File: src/hw/rtl/clipped_color_key_blit_macros.svh
// ----------------------------------------------------------------------------
// Clipped color key blit assertion macros
// Shared concurrent assertion forms for the blitter write stage.
// ----------------------------------------------------------------------------
`ifndef CLIPPED_COLOR_KEY_BLIT_MACROS_SVH
`define CLIPPED_COLOR_KEY_BLIT_MACROS_SVH

// The consequent must hold in the same cycle as the antecedent.
`define CCKB_ASSERT_NOW(label, clk, rst, ante, cons, msg) \
   label: assert property (@(posedge clk) disable iff (rst) (ante) |-> (cons)) \
      else $error(msg);

// The consequent must hold in the cycle after the antecedent.
`define CCKB_ASSERT_NEXT(label, clk, rst, ante, cons, msg) \
   label: assert property (@(posedge clk) disable iff (rst) (ante) |=> (cons)) \
      else $error(msg);

`endif

File: src/hw/rtl/cckb_pkg.sv
// ----------------------------------------------------------------------------
// Clipped color key blit package
// Shared widths, register indexes and defaults for the blitter write stage.
// ----------------------------------------------------------------------------
package cckb_pkg;

   localparam int PIXEL_BITS   = 16;
   localparam int ADDR_BITS    = 24;
   localparam int COORD_BITS   = 12;
   localparam int PITCH_BITS   = 13;
   localparam int CSR_IDX_BITS = 3;
   localparam int CSR_DATA_BITS = 13;
   localparam int MAX_DIM_DEF  = 2048;

   localparam logic [COORD_BITS-1:0] SURF_W_RST = 12'd640;
   localparam logic [COORD_BITS-1:0] SURF_H_RST = 12'd480;
   localparam logic [PITCH_BITS-1:0] PITCH_RST  = 13'd640;

   typedef enum logic [CSR_IDX_BITS-1:0] {
      REG_DEST_X      = 3'd0,
      REG_DEST_Y      = 3'd1,
      REG_RECT_WIDTH  = 3'd2,
      REG_RECT_HEIGHT = 3'd3,
      REG_SURF_WIDTH  = 3'd4,
      REG_SURF_HEIGHT = 3'd5,
      REG_ROW_PITCH   = 3'd6,
      REG_BASE_OFFSET = 3'd7
   } csr_index_type;

endpackage

File: src/hw/rtl/cckb_req_if.sv
// ----------------------------------------------------------------------------
// Clipped color key blit request channel
// Carries one source pixel per beat with a valid/ready handshake.
// ----------------------------------------------------------------------------
interface cckb_req_if import cckb_pkg::*; ();

   logic                  valid;
   logic                  ready;
   logic [PIXEL_BITS-1:0] source_pixel;

   modport source (output valid, output source_pixel, input ready);
   modport sink   (input valid, input source_pixel, output ready);

endinterface

File: src/hw/rtl/cckb_rsp_if.sv
// ----------------------------------------------------------------------------
// Clipped color key blit response channel
// Carries one destination write decision per beat with a valid/ready handshake.
// ----------------------------------------------------------------------------
interface cckb_rsp_if import cckb_pkg::*; ();

   logic                  valid;
   logic                  ready;
   logic                  write_enable;
   logic [ADDR_BITS-1:0]  dest_address;
   logic [PIXEL_BITS-1:0] pixel_out;
   logic                  rect_done;

   modport source (output valid, output write_enable, output dest_address,
                   output pixel_out, output rect_done, input ready);
   modport sink   (input valid, input write_enable, input dest_address,
                   input pixel_out, input rect_done, output ready);

endinterface

File: src/hw/rtl/clipped_color_key_blit.sv
// ----------------------------------------------------------------------------
// Clipped color key blit
// An accepted request beat passes through stage 1 and the response register to its response beat.
// Throughput is one pixel per cycle; a stalled response holds both stages.
// Synchronous active-high reset clears counters and valid flags, loads defaults.
// ----------------------------------------------------------------------------
module clipped_color_key_blit import cckb_pkg::*; #(
   parameter int MAX_DIM = MAX_DIM_DEF
) (
   input  logic                     clock,
   input  logic                     reset,
   input  logic                     csr_wr_en,
   input  logic [CSR_IDX_BITS-1:0]  csr_index,
   input  logic [CSR_DATA_BITS-1:0] csr_wdata,
   cckb_req_if.sink                 req_bus,
   cckb_rsp_if.source               rsp_bus
);

`include "clipped_color_key_blit_macros.svh"

   localparam int CNT_W = $clog2(MAX_DIM);
   localparam int CMP_W = 13;
   localparam int POS_W = 14;
   localparam logic [CMP_W-1:0] DIM_LIMIT = CMP_W'(MAX_DIM);

   logic signed [COORD_BITS-1:0] dest_x_ff, dest_y_ff;
   logic [COORD_BITS-1:0]        rect_w_ff, rect_h_ff, surf_w_ff, surf_h_ff, base_ff;
   logic [PITCH_BITS-1:0]        pitch_ff;

   logic [CNT_W-1:0] col_ff, row_ff, col_in, row_in;

   logic                    s1_valid_ff;
   logic [PIXEL_BITS-1:0]   s1_pixel_ff;
   logic signed [POS_W-1:0] s1_px_ff, s1_py_ff;
   logic                    s1_inside_ff, s1_done_ff;

   logic                  rsp_valid_ff;
   logic                  rsp_we_ff, rsp_done_ff;
   logic [ADDR_BITS-1:0]  rsp_addr_ff;
   logic [PIXEL_BITS-1:0] rsp_pixel_ff;

   logic                    advance, accept;
   logic [CMP_W-1:0]        col_ext, row_ext, w_eff, h_eff;
   logic                    inside_in, row_end_in, done_in;
   logic signed [POS_W-1:0] px_in, py_in;
   logic                    visible, we_in;
   logic [PITCH_BITS+COORD_BITS-1:0] prod;
   logic [ADDR_BITS-1:0]    addr_in;

   always_ff @(posedge clock) begin
      if (reset) begin
         dest_x_ff <= '0;
         dest_y_ff <= '0;
         rect_w_ff <= '0;
         rect_h_ff <= '0;
         surf_w_ff <= SURF_W_RST;
         surf_h_ff <= SURF_H_RST;
         pitch_ff  <= PITCH_RST;
         base_ff   <= '0;
      end else if (csr_wr_en) begin
         unique case (csr_index_type'(csr_index))
            REG_DEST_X:      dest_x_ff <= $signed(csr_wdata[COORD_BITS-1:0]);
            REG_DEST_Y:      dest_y_ff <= $signed(csr_wdata[COORD_BITS-1:0]);
            REG_RECT_WIDTH:  rect_w_ff <= csr_wdata[COORD_BITS-1:0];
            REG_RECT_HEIGHT: rect_h_ff <= csr_wdata[COORD_BITS-1:0];
            REG_SURF_WIDTH:  surf_w_ff <= csr_wdata[COORD_BITS-1:0];
            REG_SURF_HEIGHT: surf_h_ff <= csr_wdata[COORD_BITS-1:0];
            REG_ROW_PITCH:   pitch_ff  <= csr_wdata;
            REG_BASE_OFFSET: base_ff   <= csr_wdata[COORD_BITS-1:0];
            default: ;
         endcase
      end
   end

   assign advance = !rsp_valid_ff || rsp_bus.ready;
   assign req_bus.ready = advance && !reset;
   assign accept  = req_bus.valid && req_bus.ready;

   always_comb begin
      col_ext = CMP_W'(col_ff);
      row_ext = CMP_W'(row_ff);
      w_eff = ({1'b0, rect_w_ff} > DIM_LIMIT) ? DIM_LIMIT : {1'b0, rect_w_ff};
      h_eff = ({1'b0, rect_h_ff} > DIM_LIMIT) ? DIM_LIMIT : {1'b0, rect_h_ff};
      inside_in  = (col_ext < w_eff) && (row_ext < h_eff);
      row_end_in = (col_ext + CMP_W'(1)) >= w_eff;
      done_in    = row_end_in && ((row_ext + CMP_W'(1)) >= h_eff);
      px_in = POS_W'(dest_x_ff) + $signed(POS_W'(col_ff));
      py_in = POS_W'(dest_y_ff) + $signed(POS_W'(row_ff));
      if (done_in) begin
         col_in = '0;
         row_in = '0;
      end else if (row_end_in) begin
         col_in = '0;
         row_in = row_ff + CNT_W'(1);
      end else begin
         col_in = col_ff + CNT_W'(1);
         row_in = row_ff;
      end
   end

   always_ff @(posedge clock) begin
      if (reset) begin
         col_ff <= '0;
         row_ff <= '0;
      end else if (accept) begin
         col_ff <= col_in;
         row_ff <= row_in;
      end
   end

   always_ff @(posedge clock) begin
      if (reset) begin
         s1_valid_ff <= 1'b0;
      end else if (advance) begin
         s1_valid_ff <= req_bus.valid;
      end
      if (accept) begin
         s1_pixel_ff  <= req_bus.source_pixel;
         s1_px_ff     <= px_in;
         s1_py_ff     <= py_in;
         s1_inside_ff <= inside_in;
         s1_done_ff   <= done_in;
      end
   end

   always_comb begin
      visible = s1_inside_ff &&
                !s1_px_ff[POS_W-1] && (s1_px_ff < $signed(POS_W'(surf_w_ff))) &&
                !s1_py_ff[POS_W-1] && (s1_py_ff < $signed(POS_W'(surf_h_ff)));
      we_in = visible && (s1_pixel_ff != '0);
      prod  = s1_py_ff[COORD_BITS-1:0] * pitch_ff;
      addr_in = ADDR_BITS'(prod) + ADDR_BITS'(base_ff) +
                ADDR_BITS'(s1_px_ff[COORD_BITS-1:0]);
   end

   always_ff @(posedge clock) begin
      if (reset) begin
         rsp_valid_ff <= 1'b0;
      end else if (advance) begin
         rsp_valid_ff <= s1_valid_ff;
      end
      if (advance && s1_valid_ff) begin
         rsp_we_ff    <= we_in;
         rsp_addr_ff  <= we_in ? addr_in : '0;
         rsp_pixel_ff <= we_in ? s1_pixel_ff : '0;
         rsp_done_ff  <= s1_done_ff;
      end
   end

   assign rsp_bus.valid        = rsp_valid_ff;
   assign rsp_bus.write_enable = rsp_we_ff;
   assign rsp_bus.dest_address = rsp_addr_ff;
   assign rsp_bus.pixel_out    = rsp_pixel_ff;
   assign rsp_bus.rect_done    = rsp_done_ff;

   `CCKB_ASSERT_NOW(a_key_never_written, clock, reset, rsp_valid_ff && rsp_we_ff,
                    rsp_pixel_ff != '0, "transparent pixel written")
   `CCKB_ASSERT_NOW(a_idle_fields_zero, clock, reset, rsp_valid_ff && !rsp_we_ff,
                    rsp_addr_ff == '0 && rsp_pixel_ff == '0, "clipped beat carries data")
   `CCKB_ASSERT_NEXT(a_done_clears_counters, clock, reset, accept && done_in,
                     col_ff == '0 && row_ff == '0, "counters not cleared after rectangle end")
   `CCKB_ASSERT_NOW(a_stall_blocks_input, clock, reset, rsp_valid_ff && !rsp_bus.ready,
                    !req_bus.ready, "request taken while response stalled")

endmodule
File: src/flat_wrapper.sv
// flat-port wrapper written by rule: the top's interface ports become plain ports
module clipped_color_key_blit_flat import cckb_pkg::*;
#(
   parameter int MAX_DIM = MAX_DIM_DEF
)
  (clock, reset, csr_wr_en, csr_index, csr_wdata, req_bus_valid, req_bus_source_pixel, req_bus_ready, rsp_bus_valid, rsp_bus_write_enable, rsp_bus_dest_address, rsp_bus_pixel_out, rsp_bus_rect_done, rsp_bus_ready);
  cckb_req_if req_bus_i ();
  cckb_rsp_if rsp_bus_i ();
  input  logic clock;
  input  logic reset;
  input  logic csr_wr_en;
  input  logic [CSR_IDX_BITS-1:0] csr_index;
  input  logic [CSR_DATA_BITS-1:0] csr_wdata;
  input wire logic [$bits(req_bus_i.valid)-1:0] req_bus_valid;
  input wire logic [$bits(req_bus_i.source_pixel)-1:0] req_bus_source_pixel;
  output wire logic [$bits(req_bus_i.ready)-1:0] req_bus_ready;
  output wire logic [$bits(rsp_bus_i.valid)-1:0] rsp_bus_valid;
  output wire logic [$bits(rsp_bus_i.write_enable)-1:0] rsp_bus_write_enable;
  output wire logic [$bits(rsp_bus_i.dest_address)-1:0] rsp_bus_dest_address;
  output wire logic [$bits(rsp_bus_i.pixel_out)-1:0] rsp_bus_pixel_out;
  output wire logic [$bits(rsp_bus_i.rect_done)-1:0] rsp_bus_rect_done;
  input wire logic [$bits(rsp_bus_i.ready)-1:0] rsp_bus_ready;
  assign req_bus_i.valid = req_bus_valid;
  assign req_bus_i.source_pixel = req_bus_source_pixel;
  assign req_bus_ready = req_bus_i.ready;
  assign rsp_bus_valid = rsp_bus_i.valid;
  assign rsp_bus_write_enable = rsp_bus_i.write_enable;
  assign rsp_bus_dest_address = rsp_bus_i.dest_address;
  assign rsp_bus_pixel_out = rsp_bus_i.pixel_out;
  assign rsp_bus_rect_done = rsp_bus_i.rect_done;
  assign rsp_bus_i.ready = rsp_bus_ready;
  clipped_color_key_blit #(.MAX_DIM(MAX_DIM)) u_core (.clock(clock), .reset(reset), .csr_wr_en(csr_wr_en), .csr_index(csr_index), .csr_wdata(csr_wdata), .req_bus(req_bus_i), .rsp_bus(rsp_bus_i));
endmodule
File: config.mk
export PLATFORM = sky130hd
export DESIGN_NAME = clipped_color_key_blit_flat
export DESIGN_NICKNAME = d
export VERILOG_FILES = /design/src/hw/rtl/cckb_pkg.sv /design/src/hw/rtl/cckb_req_if.sv /design/src/hw/rtl/cckb_rsp_if.sv /design/src/hw/rtl/clipped_color_key_blit.sv /design/src/flat_wrapper.sv
export VERILOG_INCLUDE_DIRS = /design/src /design/src/hw/rtl
export SDC_FILE = /design/constraint.sdc
export NUM_CORES = 1
export LEC_CHECK = 0
export BUFFER_PORTS_ARGS = -buffer_cell sky130_fd_sc_hd__buf_2
export CAP_MARGIN = 20
export CORE_AREA = 5 5 225 227
export CTS_BUF_LIST = sky130_fd_sc_hd__clkbuf_2 sky130_fd_sc_hd__clkbuf_4 sky130_fd_sc_hd__clkbuf_8
export CTS_CLUSTER_DIAMETER = 60
export DETAILED_ROUTE_END_ITERATION = 10
export DIE_AREA = 0 0 230 232
export PLACE_DENSITY_LB_ADDON = 0.15
export SYNTH_ARGS = -nofsm -noshare
export SYNTH_HDL_FRONTEND = slang
export SYNTH_SLANG_ARGS = --single-unit
File: constraint.sdc
create_clock -name clock -period 6.6 [get_ports clock]
set_input_delay 0.33 -clock clock [delete_from_list [all_inputs] [get_ports clock]]
set_output_delay 0.33 -clock clock [all_outputs]
set_load 0.02 [all_outputs]
# Word-level counts from Yosys, hierarchy flattened
# Index checks and enable logic that the tools add are counted.
# Widths: inputs -> output; s select.
dict set report word_totals {
  reg_bits 209
  mem_count 0
  ramBits 0
  latchBits 0
  wordCells 78
  rom_bits 0
}
dict set report classes {
  n_eq_ne 7
  div 0
  n_mul 1
  muxes 6
  order_cmp 8
  add_sub_neg 8
  n_reduce_logical 27
  n_bitwise 0
  shift 0
}
# operator count
set op_table {}
lappend op_table {{$add 24x12->24} 2}
lappend op_table {{$mux 11} 4}
lappend op_table {{$lt 14x13->1} 2}
lappend op_table {{$add 12x12->13} 2}
lappend op_table {{$ge 13x13->1} 2}
lappend op_table {{$lt 11x13->1} 2}
lappend op_table {{$add 11x1->12 const B} 2}
lappend op_table {{$gt 12x12->1 const B} 2}
lappend op_table {{$mul 12x13->24} 1}
lappend op_table {{$mux 12} 2}
lappend op_table {{$add 11x1->11 const B} 2}
lappend op_table {{$reduce_and 2->1} 9}
lappend op_table {{$reduce_bool 16->1} 1}
lappend op_table {{$eq 3x3->1 const B} 4}
lappend op_table {{$logic_and 1x1->1} 10}
lappend op_table {{$eq 3x2->1 const B} 2}
lappend op_table {{$logic_not 1->1} 4}
lappend op_table {{$eq 3x1->1 const B} 1}
lappend op_table {{$logic_not 3->1} 1}
lappend op_table {{$reduce_bool 2->1} 1}
lappend op_table {{$logic_or 1x1->1} 1}

# Longest topological paths before layout
# Gate-level depths: netlist (run 1).
dict set report logic_depth {
  ltp_word 6
  depth_mapped 21
}

# Least setup slack after synthesis (run 1)
# No wires, ideal clock.
dict set report synth_timing {
  path_type {reg2reg}
  start {register u_core.s1_py_ff[2]}
  end {register u_core.rsp_addr_ff[20] (netlist: u_core.rsp_bus.dest_address[20]), data pin}
  required_time_ns 6.410
  period_less_slack_ns 5.764
  path_stages_with_launch 22
  setup_slack_ns 0.836
  t_arrival_ns 5.574
  cell_sequence {edfxtp_1 clkbuf_1 and2_1 fa_1 inv_1 fa_1 inv_1 fa_1 inv_1 fa_1 inv_1 fa_1 inv_1 fa_1 inv_1 ha_1 o21ai_1 or3_4 o211ai_4 a31oi_4 mux2i_1 a2111oi_2}
}
dict set report synth_via {
  elab_chain_len 3
}
# element line_no
set synth_rtl {}
lappend synth_rtl {{start, declared} clipped_color_key_blit.sv:34} ;# logic signed [POS_W-1:0] s1_px_ff, s1_py_ff;
lappend synth_rtl {{start signal, assigned} clipped_color_key_blit.sv:120} ;# s1_py_ff <= py_in;
lappend synth_rtl {{$mul 12x13->24 / $lt 14x13->1 (equally long branches)} {clipped_color_key_blit.sv:131, clipped_color_key_blit.sv:129}}
lappend synth_rtl {{$add 24x12->24 / $logic_and 1x1->1 (equally long branches)} {clipped_color_key_blit.sv:132, clipped_color_key_blit.sv:129}}
lappend synth_rtl {{$add 24x12->24 / $logic_and 1x1->1 (equally long branches)} {clipped_color_key_blit.sv:132, clipped_color_key_blit.sv:130}}
lappend synth_rtl {{end signal, assigned} clipped_color_key_blit.sv:144} ;# rsp_addr_ff <= we_in ? addr_in : '0;
lappend synth_rtl {{end, declared} clipped_color_key_blit.sv:39} ;# logic [ADDR_BITS-1:0] rsp_addr_ff;
# Parallel ways exist; a longest one is shown, timed or not.
# A chain may end at the register's enable or synchronous reset.

# Final worst setup path (run 1)
dict set report layout_timing {
  start {register u_core.s1_py_ff[2]}
  end {register u_core.rsp_addr_ff[19] (netlist: u_core.rsp_bus.dest_address[19]), data pin}
}
# Same word-level chain as after synthesis.

==> results of run 1 <==
## registers in the layout (all words and copies together) (netlist names), 13 cells and up
name,count
u_core.rsp_bus.pixel_out,16
u_core.s1_pixel_ff,16
u_core.rsp_bus.dest_address,24
u_core.pitch_ff,13
u_core.s1_px_ff,13
u_core.s1_py_ff,13
## synth_stat cells (3+ instances only)
library cell	count	area share, %
clkbuf_2	12	0.36
a21oi_1	140	4.2
o21bai_1	4	0.18
o31ai_1	3	0.13
nand3_1	40	1.2
o311ai_0	3	0.16
nand3b_1	6	0.27
buf_1	8	0.18
a31oi_1	7	0.26
buf_2	5	0.15
and3_1	32	1.2
nor3_1	23	0.69
edfxtp_1	86	15
nand4_1	10	0.37
a211o_1	11	0.58
a32oi_1	5	0.26
a21o_1	20	0.90
dfxtp_1	121	15
a21boi_0	5	0.22
nor4_1	9	0.34
or3_1	5	0.19
clkbuf_1	63	1.4
mux2i_1	3	0.18
o21a_1	7	0.31
ha_1	176	13
a31o_2	3	0.16
xor2_1	15	0.79
nor2b_1	26	0.97
nand2_1	344	7.7
nor3b_1	3	0.13
xnor2_1	32	1.7
nand2b_1	15	0.56
a211oi_1	7	0.31
fa_1	131	16
and2_1	95	3.6
or4_1	3	0.13
or2_2	4	0.15
nor2_1	64	1.4
inv_1	220	4.9
o211ai_1	11	0.49
o21ai_0	37	1.1
o21ai_1	3	0.090
## worst max-delay path, stage by stage (launching register included)
cell      delay (ps)
edfxtp_1         540
and2_1           250
fa_1             530
inv_1             50
fa_1             490
inv_1             50
fa_1             500
inv_1             50
fa_1             470
inv_1             50
fa_1             530
inv_1             50
fa_1             490
inv_1             40
ha_1             330
o21ai_1          230
o21bai_1         150
nand3_1          200
nand3_1          220
or4_1            450
nor4bb_1         140
## final timing paths
check	to	from	cells after the start	slack, ps
max	u_core.rsp_bus.dest_address[19]$_SDFFCE_PN0P_	u_core.s1_py_ff[2]$_DFFE_PP_	20	520
min	u_core.rsp_bus.valid$_SDFFE_PP0N_	rsp_bus_ready	4	100
max reg2reg	u_core.rsp_bus.dest_address[19]$_SDFFCE_PN0P_	u_core.s1_py_ff[2]$_DFFE_PP_	20	520
min reg2reg	u_core.rsp_bus.rect_done$_DFFE_PP_	u_core.s1_done_ff$_DFFE_PP_	0	430
## what timing repair did
action | in CTS | in global routing
setup buffers | 0 | 0
endpoints found under the hold margin | 18 | 0
hold buffers | 18 | 0
## metrics by stage
step / cell area, µm² / util (%) / power (mW)
final: 18700 / 38.5 / 3.50
after global routing: 18700 / 38.5 / 3.75
after CTS: 18700 / 38.5 / 3.57
after detailed placement: 17700 / 36.5 / 2.25
after global placement: 17700 / 36.5 / 2.25
after floorplan: 16700 / - / 2.04
## cell type report
class	count	area share (%)
flip-flops and latches	207	26.8
inverters	220	4.42
well taps	622	4.17
clock buffers	58	3.77
multi-input cells	1346	56.2
repair buffers	124	4.17
clock inverters	15	0.469
## power by group
part	switching, mW	internal, mW	leakage, nW
clock network	0.582	0.693	0.426
registers	0.0292	1.37	1.81
logic	0.518	0.308	6.02
## kinds of logic (layout without fill, tap and decap cells)
group	Yosys count	in the layout	share of synthesized area, %
AOI/OAI and AO/OA	296	296	11.5
muxes	4	4	0.247
xor gates and xnor gates	47	47	2.47
buffers and inverters	310	417	7.17
and+or+nand+nor	692	692	19.7
adders and majority gates	307	307	28.9
DFF	207	207	30.0
## routing by layer
metal  wire length (µm)  GRT usage [%]  vias up
met1              20700           22.5     6039
met4                839           4.11        8
met2              20100           27.5      231
met5                 46              0        -
li1                   -              -     6324
met3               1770           2.62       59
==> run summary, run 1 <==
Max VDD drop -> 0.000149 V
CTS root buffer -> clkbuf_8
Post-Syn Nets -> 2207
Syn Area/Cell -> 8.96 µm²
die area -> 53400 µm²
clock slew at reported path FFs -> 60 ps
Hold Vio Cnt, Final -> 0
global-route wire length before repair -> 70.7 mm
DR vias -> 12661
critical path type -> reg2reg
WL/cell -> 16.8 µm
H-tree depth -> 2
post-synthesis sequential area ratio -> 30.0%
vias in the first global route -> 13092
Crit path arrival time -> 6390 ps
GRT Overall Usage -> 16.5%
Filler cells -> 4969
most frequent cells in the layout -> nand2_1 (344), inv_1 (219), ha_1 (176)
Finished Layout Cells -> 2592
CTS Sinks -> 207
DIE WIDTH -> 230 µm
Async S/R FF share, synth -> 0%
RSZ-0062 raised after global routing -> false
post-cts gate resize count -> 0
fin worst setup slack -> 521 ps
core area -> 48400 µm²
Final Cycle Share -> 92.1%
Clk Latency, worst-skew pair -> 600 ps
initial antenna violation count -> 4
crit end category -> register
GRT Residual Overflow -> 0
drt total wl -> 43.4 mm
via/cell ratio -> 4.88
CTS tree -> done
diode count -> 0
ANT nets after route -> 0
crit-path max FO -> 14
Register Area -> 5000 µm²
Mapped Area -> 16700 µm²
Post-synth EDFFs -> 86
nets@finish -> 2283
Leak -> 8.25 nW
most common library cell in the layout ignoring fill and taps -> nand2_1
hpwl dp -> 33.0 mm
drt drc -> 0
Min Hold Slack -> 98.8 ps
cell total after placement -> 2501
Rows -> 81
IO Port Bufs -> 80
area growth from synthesis to layout -> 11.9%
crit path launch type -> register
cts bufs inserted -> 40
final worst path period need -> 6080 ps
router iterations before antenna repair -> 5
Placement Setup Slack -> 513 ps
pwr/cell area -> 188 nW/µm²
RePlAce Congestion -> 0.853
Setup TNS -> 0 ps
Fmax achieved -> 165 MHz
synthesis warning total -> 0
layout cell share with drive strength beyond 1 -> 10.6%
Multi-input gate area -> 10500 µm²
Max Buffers Root-to-Sink -> 3
1st-iter DRT viols -> 680
Initial Util -> 34.4%
Finish-stage setup viols -> 0
status -> finished, final reports clean
largest net degree at the start of global routing -> 66
CP Data Required Time -> 6910 ps
Mapped Cells -> 1863
maxcap violations -> 0
ys flop type -> dfxtp_1
final max-slew violation count -> 0
slew margin rel. -> 31.8%
HP Class -> in2reg
Setup Skew -> 34.8 ps
post-synthesis cell type count -> 78
Worst Tran Pin Value -> 1020 ps
#FFs+latches synth -> 207
Ports -> 81
die height -> 232 µm
Note: power is estimated with default switching activity, not from simulation.
==> run 2: changes to the inputs <==
--- a/config.mk
+++ b/config.mk
@@ -8,12 +8,16 @@
 export LEC_CHECK = 0
 export BUFFER_PORTS_ARGS = -buffer_cell sky130_fd_sc_hd__buf_2
 export CAP_MARGIN = 20
+export CELL_PAD_IN_SITES_DETAIL_PLACEMENT = 1
+export CELL_PAD_IN_SITES_GLOBAL_PLACEMENT = 2
 export CORE_AREA = 5 5 225 227
 export CTS_BUF_LIST = sky130_fd_sc_hd__clkbuf_2 sky130_fd_sc_hd__clkbuf_4 sky130_fd_sc_hd__clkbuf_8
 export CTS_CLUSTER_DIAMETER = 60
 export DETAILED_ROUTE_END_ITERATION = 10
 export DIE_AREA = 0 0 230 232
+export HOLD_SLACK_MARGIN = 0.15
 export PLACE_DENSITY_LB_ADDON = 0.15
+export RECOVER_POWER = 50
 export SYNTH_ARGS = -nofsm -noshare
 export SYNTH_HDL_FRONTEND = slang
 export SYNTH_SLANG_ARGS = --single-unit
==> run summary, run 2 (synthesis gave the netlist of run 1 again) <==
1st-iter DRT viols -> 450 (-34%)
nets@finish -> 2300 (+0.74%)
Post-Layout Inst Area -> 18800 µm² (+0.77%)
critical path type -> reg2reg
pwr/cell area -> 192 nW/µm² (+2.5%)
Logic pwr share -> 23.4% (-0.2 points)
Finish-stage setup viols -> 0 (unchanged)
crit end category -> register
Rows -> 81 (unchanged)
crit path launch type -> register
Filler cells -> 5684 (+14%)
cells on worst reg2reg path -> 19 (-5.0%)
drt drc -> 0 (unchanged)
max reg flops -> 24 (unchanged)
cell total after placement -> 2502 (+0.040%)
Initial Util -> 34.4% (unchanged)
layout cell share with drive strength beyond 1 -> 8.24% (-2.3 points)
Core Util, Final -> 38.8% (+0.30 points)
hold worst-path end -> u_core.dest_x_ff[4]$_SDFFE_PP0P_
slew margin rel. -> -104% (-140 points)
met1 global-route usage -> 23.6% (+1.1 points)
switching share of total power -> 32.7% (+0.49 points)
Max Buffers Root-to-Sink -> 3 (unchanged)
power share of the clock group -> 37.8% (+1.4 points)
status -> complete, but fails checks
sequential fraction of design power -> 38.8% (-1.2 points)
GRT Residual Overflow -> 0 (unchanged)
Crit path arrival time -> 6430 ps (+40 ps)
Clk Latency, worst-skew pair -> 630 ps (+30 ps)
CP Data Required Time -> 6950 ps (+40 ps)
core area -> 48400 µm² (unchanged)
most frequent cells in the layout -> nand2_1 (344), inv_1 (219), ha_1 (176)
Register Area -> 5000 µm² (unchanged)
die height -> 232 µm (unchanged)
maxcap violations -> 3 (+3)
Hold Path Origin -> csr_index[0]
DR vias -> 13000 (+2.7%)
FF-to-FF End -> u_core.rsp_bus.dest_address[19]$_SDFFCE_PN0P_
switching power -> 1.18 mW (+4.8%)
Hold Path Depth -> 5 (+1)
placed cell area -> 17700 µm² (about the same)
final worst path period need -> 6090 ps (+8.02 ps)
Leak -> 8.20 nW (-0.62%)
Setup Skew -> 50.6 ps (+15.8 ps)
post-cts gate resize count -> 0 (unchanged)
IO Port Bufs -> 80 (unchanged)
CTS Sinks -> 207 (unchanged)
RePlAce Congestion -> 0.821 (-3.8%)
Multi-input gate area -> 10500 µm² (unchanged)
clock slew at reported path FFs -> 60 ps (about the same)
WL/cell -> 18.6 µm (+11%)
internal power -> 2.44 mW (+2.5%)
cts bufs inserted -> 42 (+5.0%)
Setup TNS -> 0 ps (unchanged)
router iterations before antenna repair -> 4 (-1)
vias in the first global route -> 14260 (+8.9%)
crit-path max FO -> 8 (-6)
FF-to-FF Start -> u_core.s1_py_ff[2]$_DFFE_PP_
met3 Use GR -> 3.04% (+0.43 points)
GRT Overall Usage -> 18.4% (+2.0 points)
hpwl dp -> 37.0 mm (+12%)
die area -> 53400 µm² (unchanged)
DIE WIDTH -> 230 µm (unchanged)
H-tree depth -> 2 (unchanged)
drt total wl -> 48.6 mm (+12%)
R2R setup slack -> 510 ps (about the same)
GR peak layer -> met2
Ports -> 81 (unchanged)
initial antenna violation count -> 3 (-1)
final max-slew violation count -> 174 (+174)
largest net degree at the start of global routing -> 67 (+1.5%)
global-route wire length before repair -> 78.4 mm (+11%)
Finished Layout Cells -> 2613 (+0.81%)
failing checks -> capacitance limit, slew limit
Fmax achieved -> 164 MHz (-0.13%)
met2 usage -> 31.5% (+4.0 points)
Max VDD drop -> 0.000115 V (-23%)
Final Cycle Share -> 92.2% (+0.12 points)
via/cell ratio -> 4.98 (+1.9%)
Hold Vio Cnt, Final -> 0 (unchanged)
most common library cell in the layout ignoring fill and taps -> nand2_1
Min Hold Slack -> 328 ps (+229 ps)
HP Class -> in2reg
Worst Tran Pin Value -> 3070 ps (+2050 ps)
RSZ-0062 raised after global routing -> false
CTS tree -> done
area growth from synthesis to layout -> 12.8%
CTS root buffer -> clkbuf_8
ANT nets after route -> 0 (unchanged)
## run 2: cell types whose count changed in the layout (fill, tap and decap cells not counted), sizes merged
| cell | previous run | this run |
|---|---|---|
| buf | 106 | 60 |
| clkbuf | 58 | 111 |
| clkinv | 10 | 11 |
| clkinvlp | 2 | 1 |
| diode | 0 | 1 |
| dlygate4sd3 | 18 | 32 |
| inv | 223 | 222 |
## run 2: worst max path at each step
stage,startpoint,end,cells past startpoint
floorplan,u_core.s1_py_ff[2]$_DFFE_PP_,u_core.rsp_bus.dest_address[20]$_SDFFCE_PN0P_,21
global placement,u_core.s1_py_ff[2]$_DFFE_PP_,u_core.rsp_bus.dest_address[19]$_SDFFCE_PN0P_,20
detailed placement,u_core.s1_py_ff[2]$_DFFE_PP_,u_core.rsp_bus.dest_address[19]$_SDFFCE_PN0P_,19
CTS,u_core.s1_py_ff[2]$_DFFE_PP_,u_core.rsp_bus.dest_address[19]$_SDFFCE_PN0P_,19
global route,u_core.s1_py_ff[2]$_DFFE_PP_,u_core.rsp_bus.dest_address[19]$_SDFFCE_PN0P_,19
finish,u_core.s1_py_ff[2]$_DFFE_PP_,u_core.rsp_bus.dest_address[19]$_SDFFCE_PN0P_,19
## run 2: cell type report
| cell class | count | area share (%) |
|---|---|---|
| inverters | 220 | 4.39 |
| clock inverters | 14 | 0.446 |
| flip-flops and latches | 207 | 26.6 |
| diodes | 1 | 0.0133 |
| well taps | 622 | 4.14 |
| clock buffers | 64 | 4.08 |
| repair buffers | 139 | 4.57 |
| multi-input cells | 1346 | 55.8 |
## run 2: metrics by stage
stage	total power [mW]	setup slack, ps
final	3.62	513
after global routing	3.86	206
after CTS	3.71	487
after detailed placement	2.28	473
after global placement	2.27	594
after floorplan	2.04	836
## run 2: power groups by stage
stage	sequential [mW]	clock, mW	combinational (mW)
after floorplan	1.43	0	0.611
after global placement	1.43	0	0.843
after detailed placement	1.43	0	0.845
after CTS	1.40	1.43	0.868
after global routing	1.41	1.49	0.966
final	1.41	1.37	0.846
## run 2: worst max-delay path, cell delays in order (launching register included)
cell and delay [ps]:
edfxtp_1 470, buf_4 210, and2_1 170, fa_1 530
inv_1 50, fa_1 510, inv_1 60, fa_1 520
fa_1 440, fa_1 540, inv_1 50, fa_1 490
inv_1 40, ha_1 220, nor3_1 230, o211ai_1 210
nand3_1 260, nand3_1 220, or4_1 440, nor4bb_1 130
## run 2: per-layer routing
metal	share of wire, %	up-vias
met5	0.056	-
met4	3.7	4
met3	3.1	94
met2	47	175
met1	46	6357
li1	-	6370
## run 2: repair_timing
| item | CTS | global route |
|---|---|---|
| setup endpoints to repair | 0 | 0 |
| hold endpoints to repair | 109 | 0 |
| setup buffers | 0 | 0 |
| hold buffers | 32 | 0 |
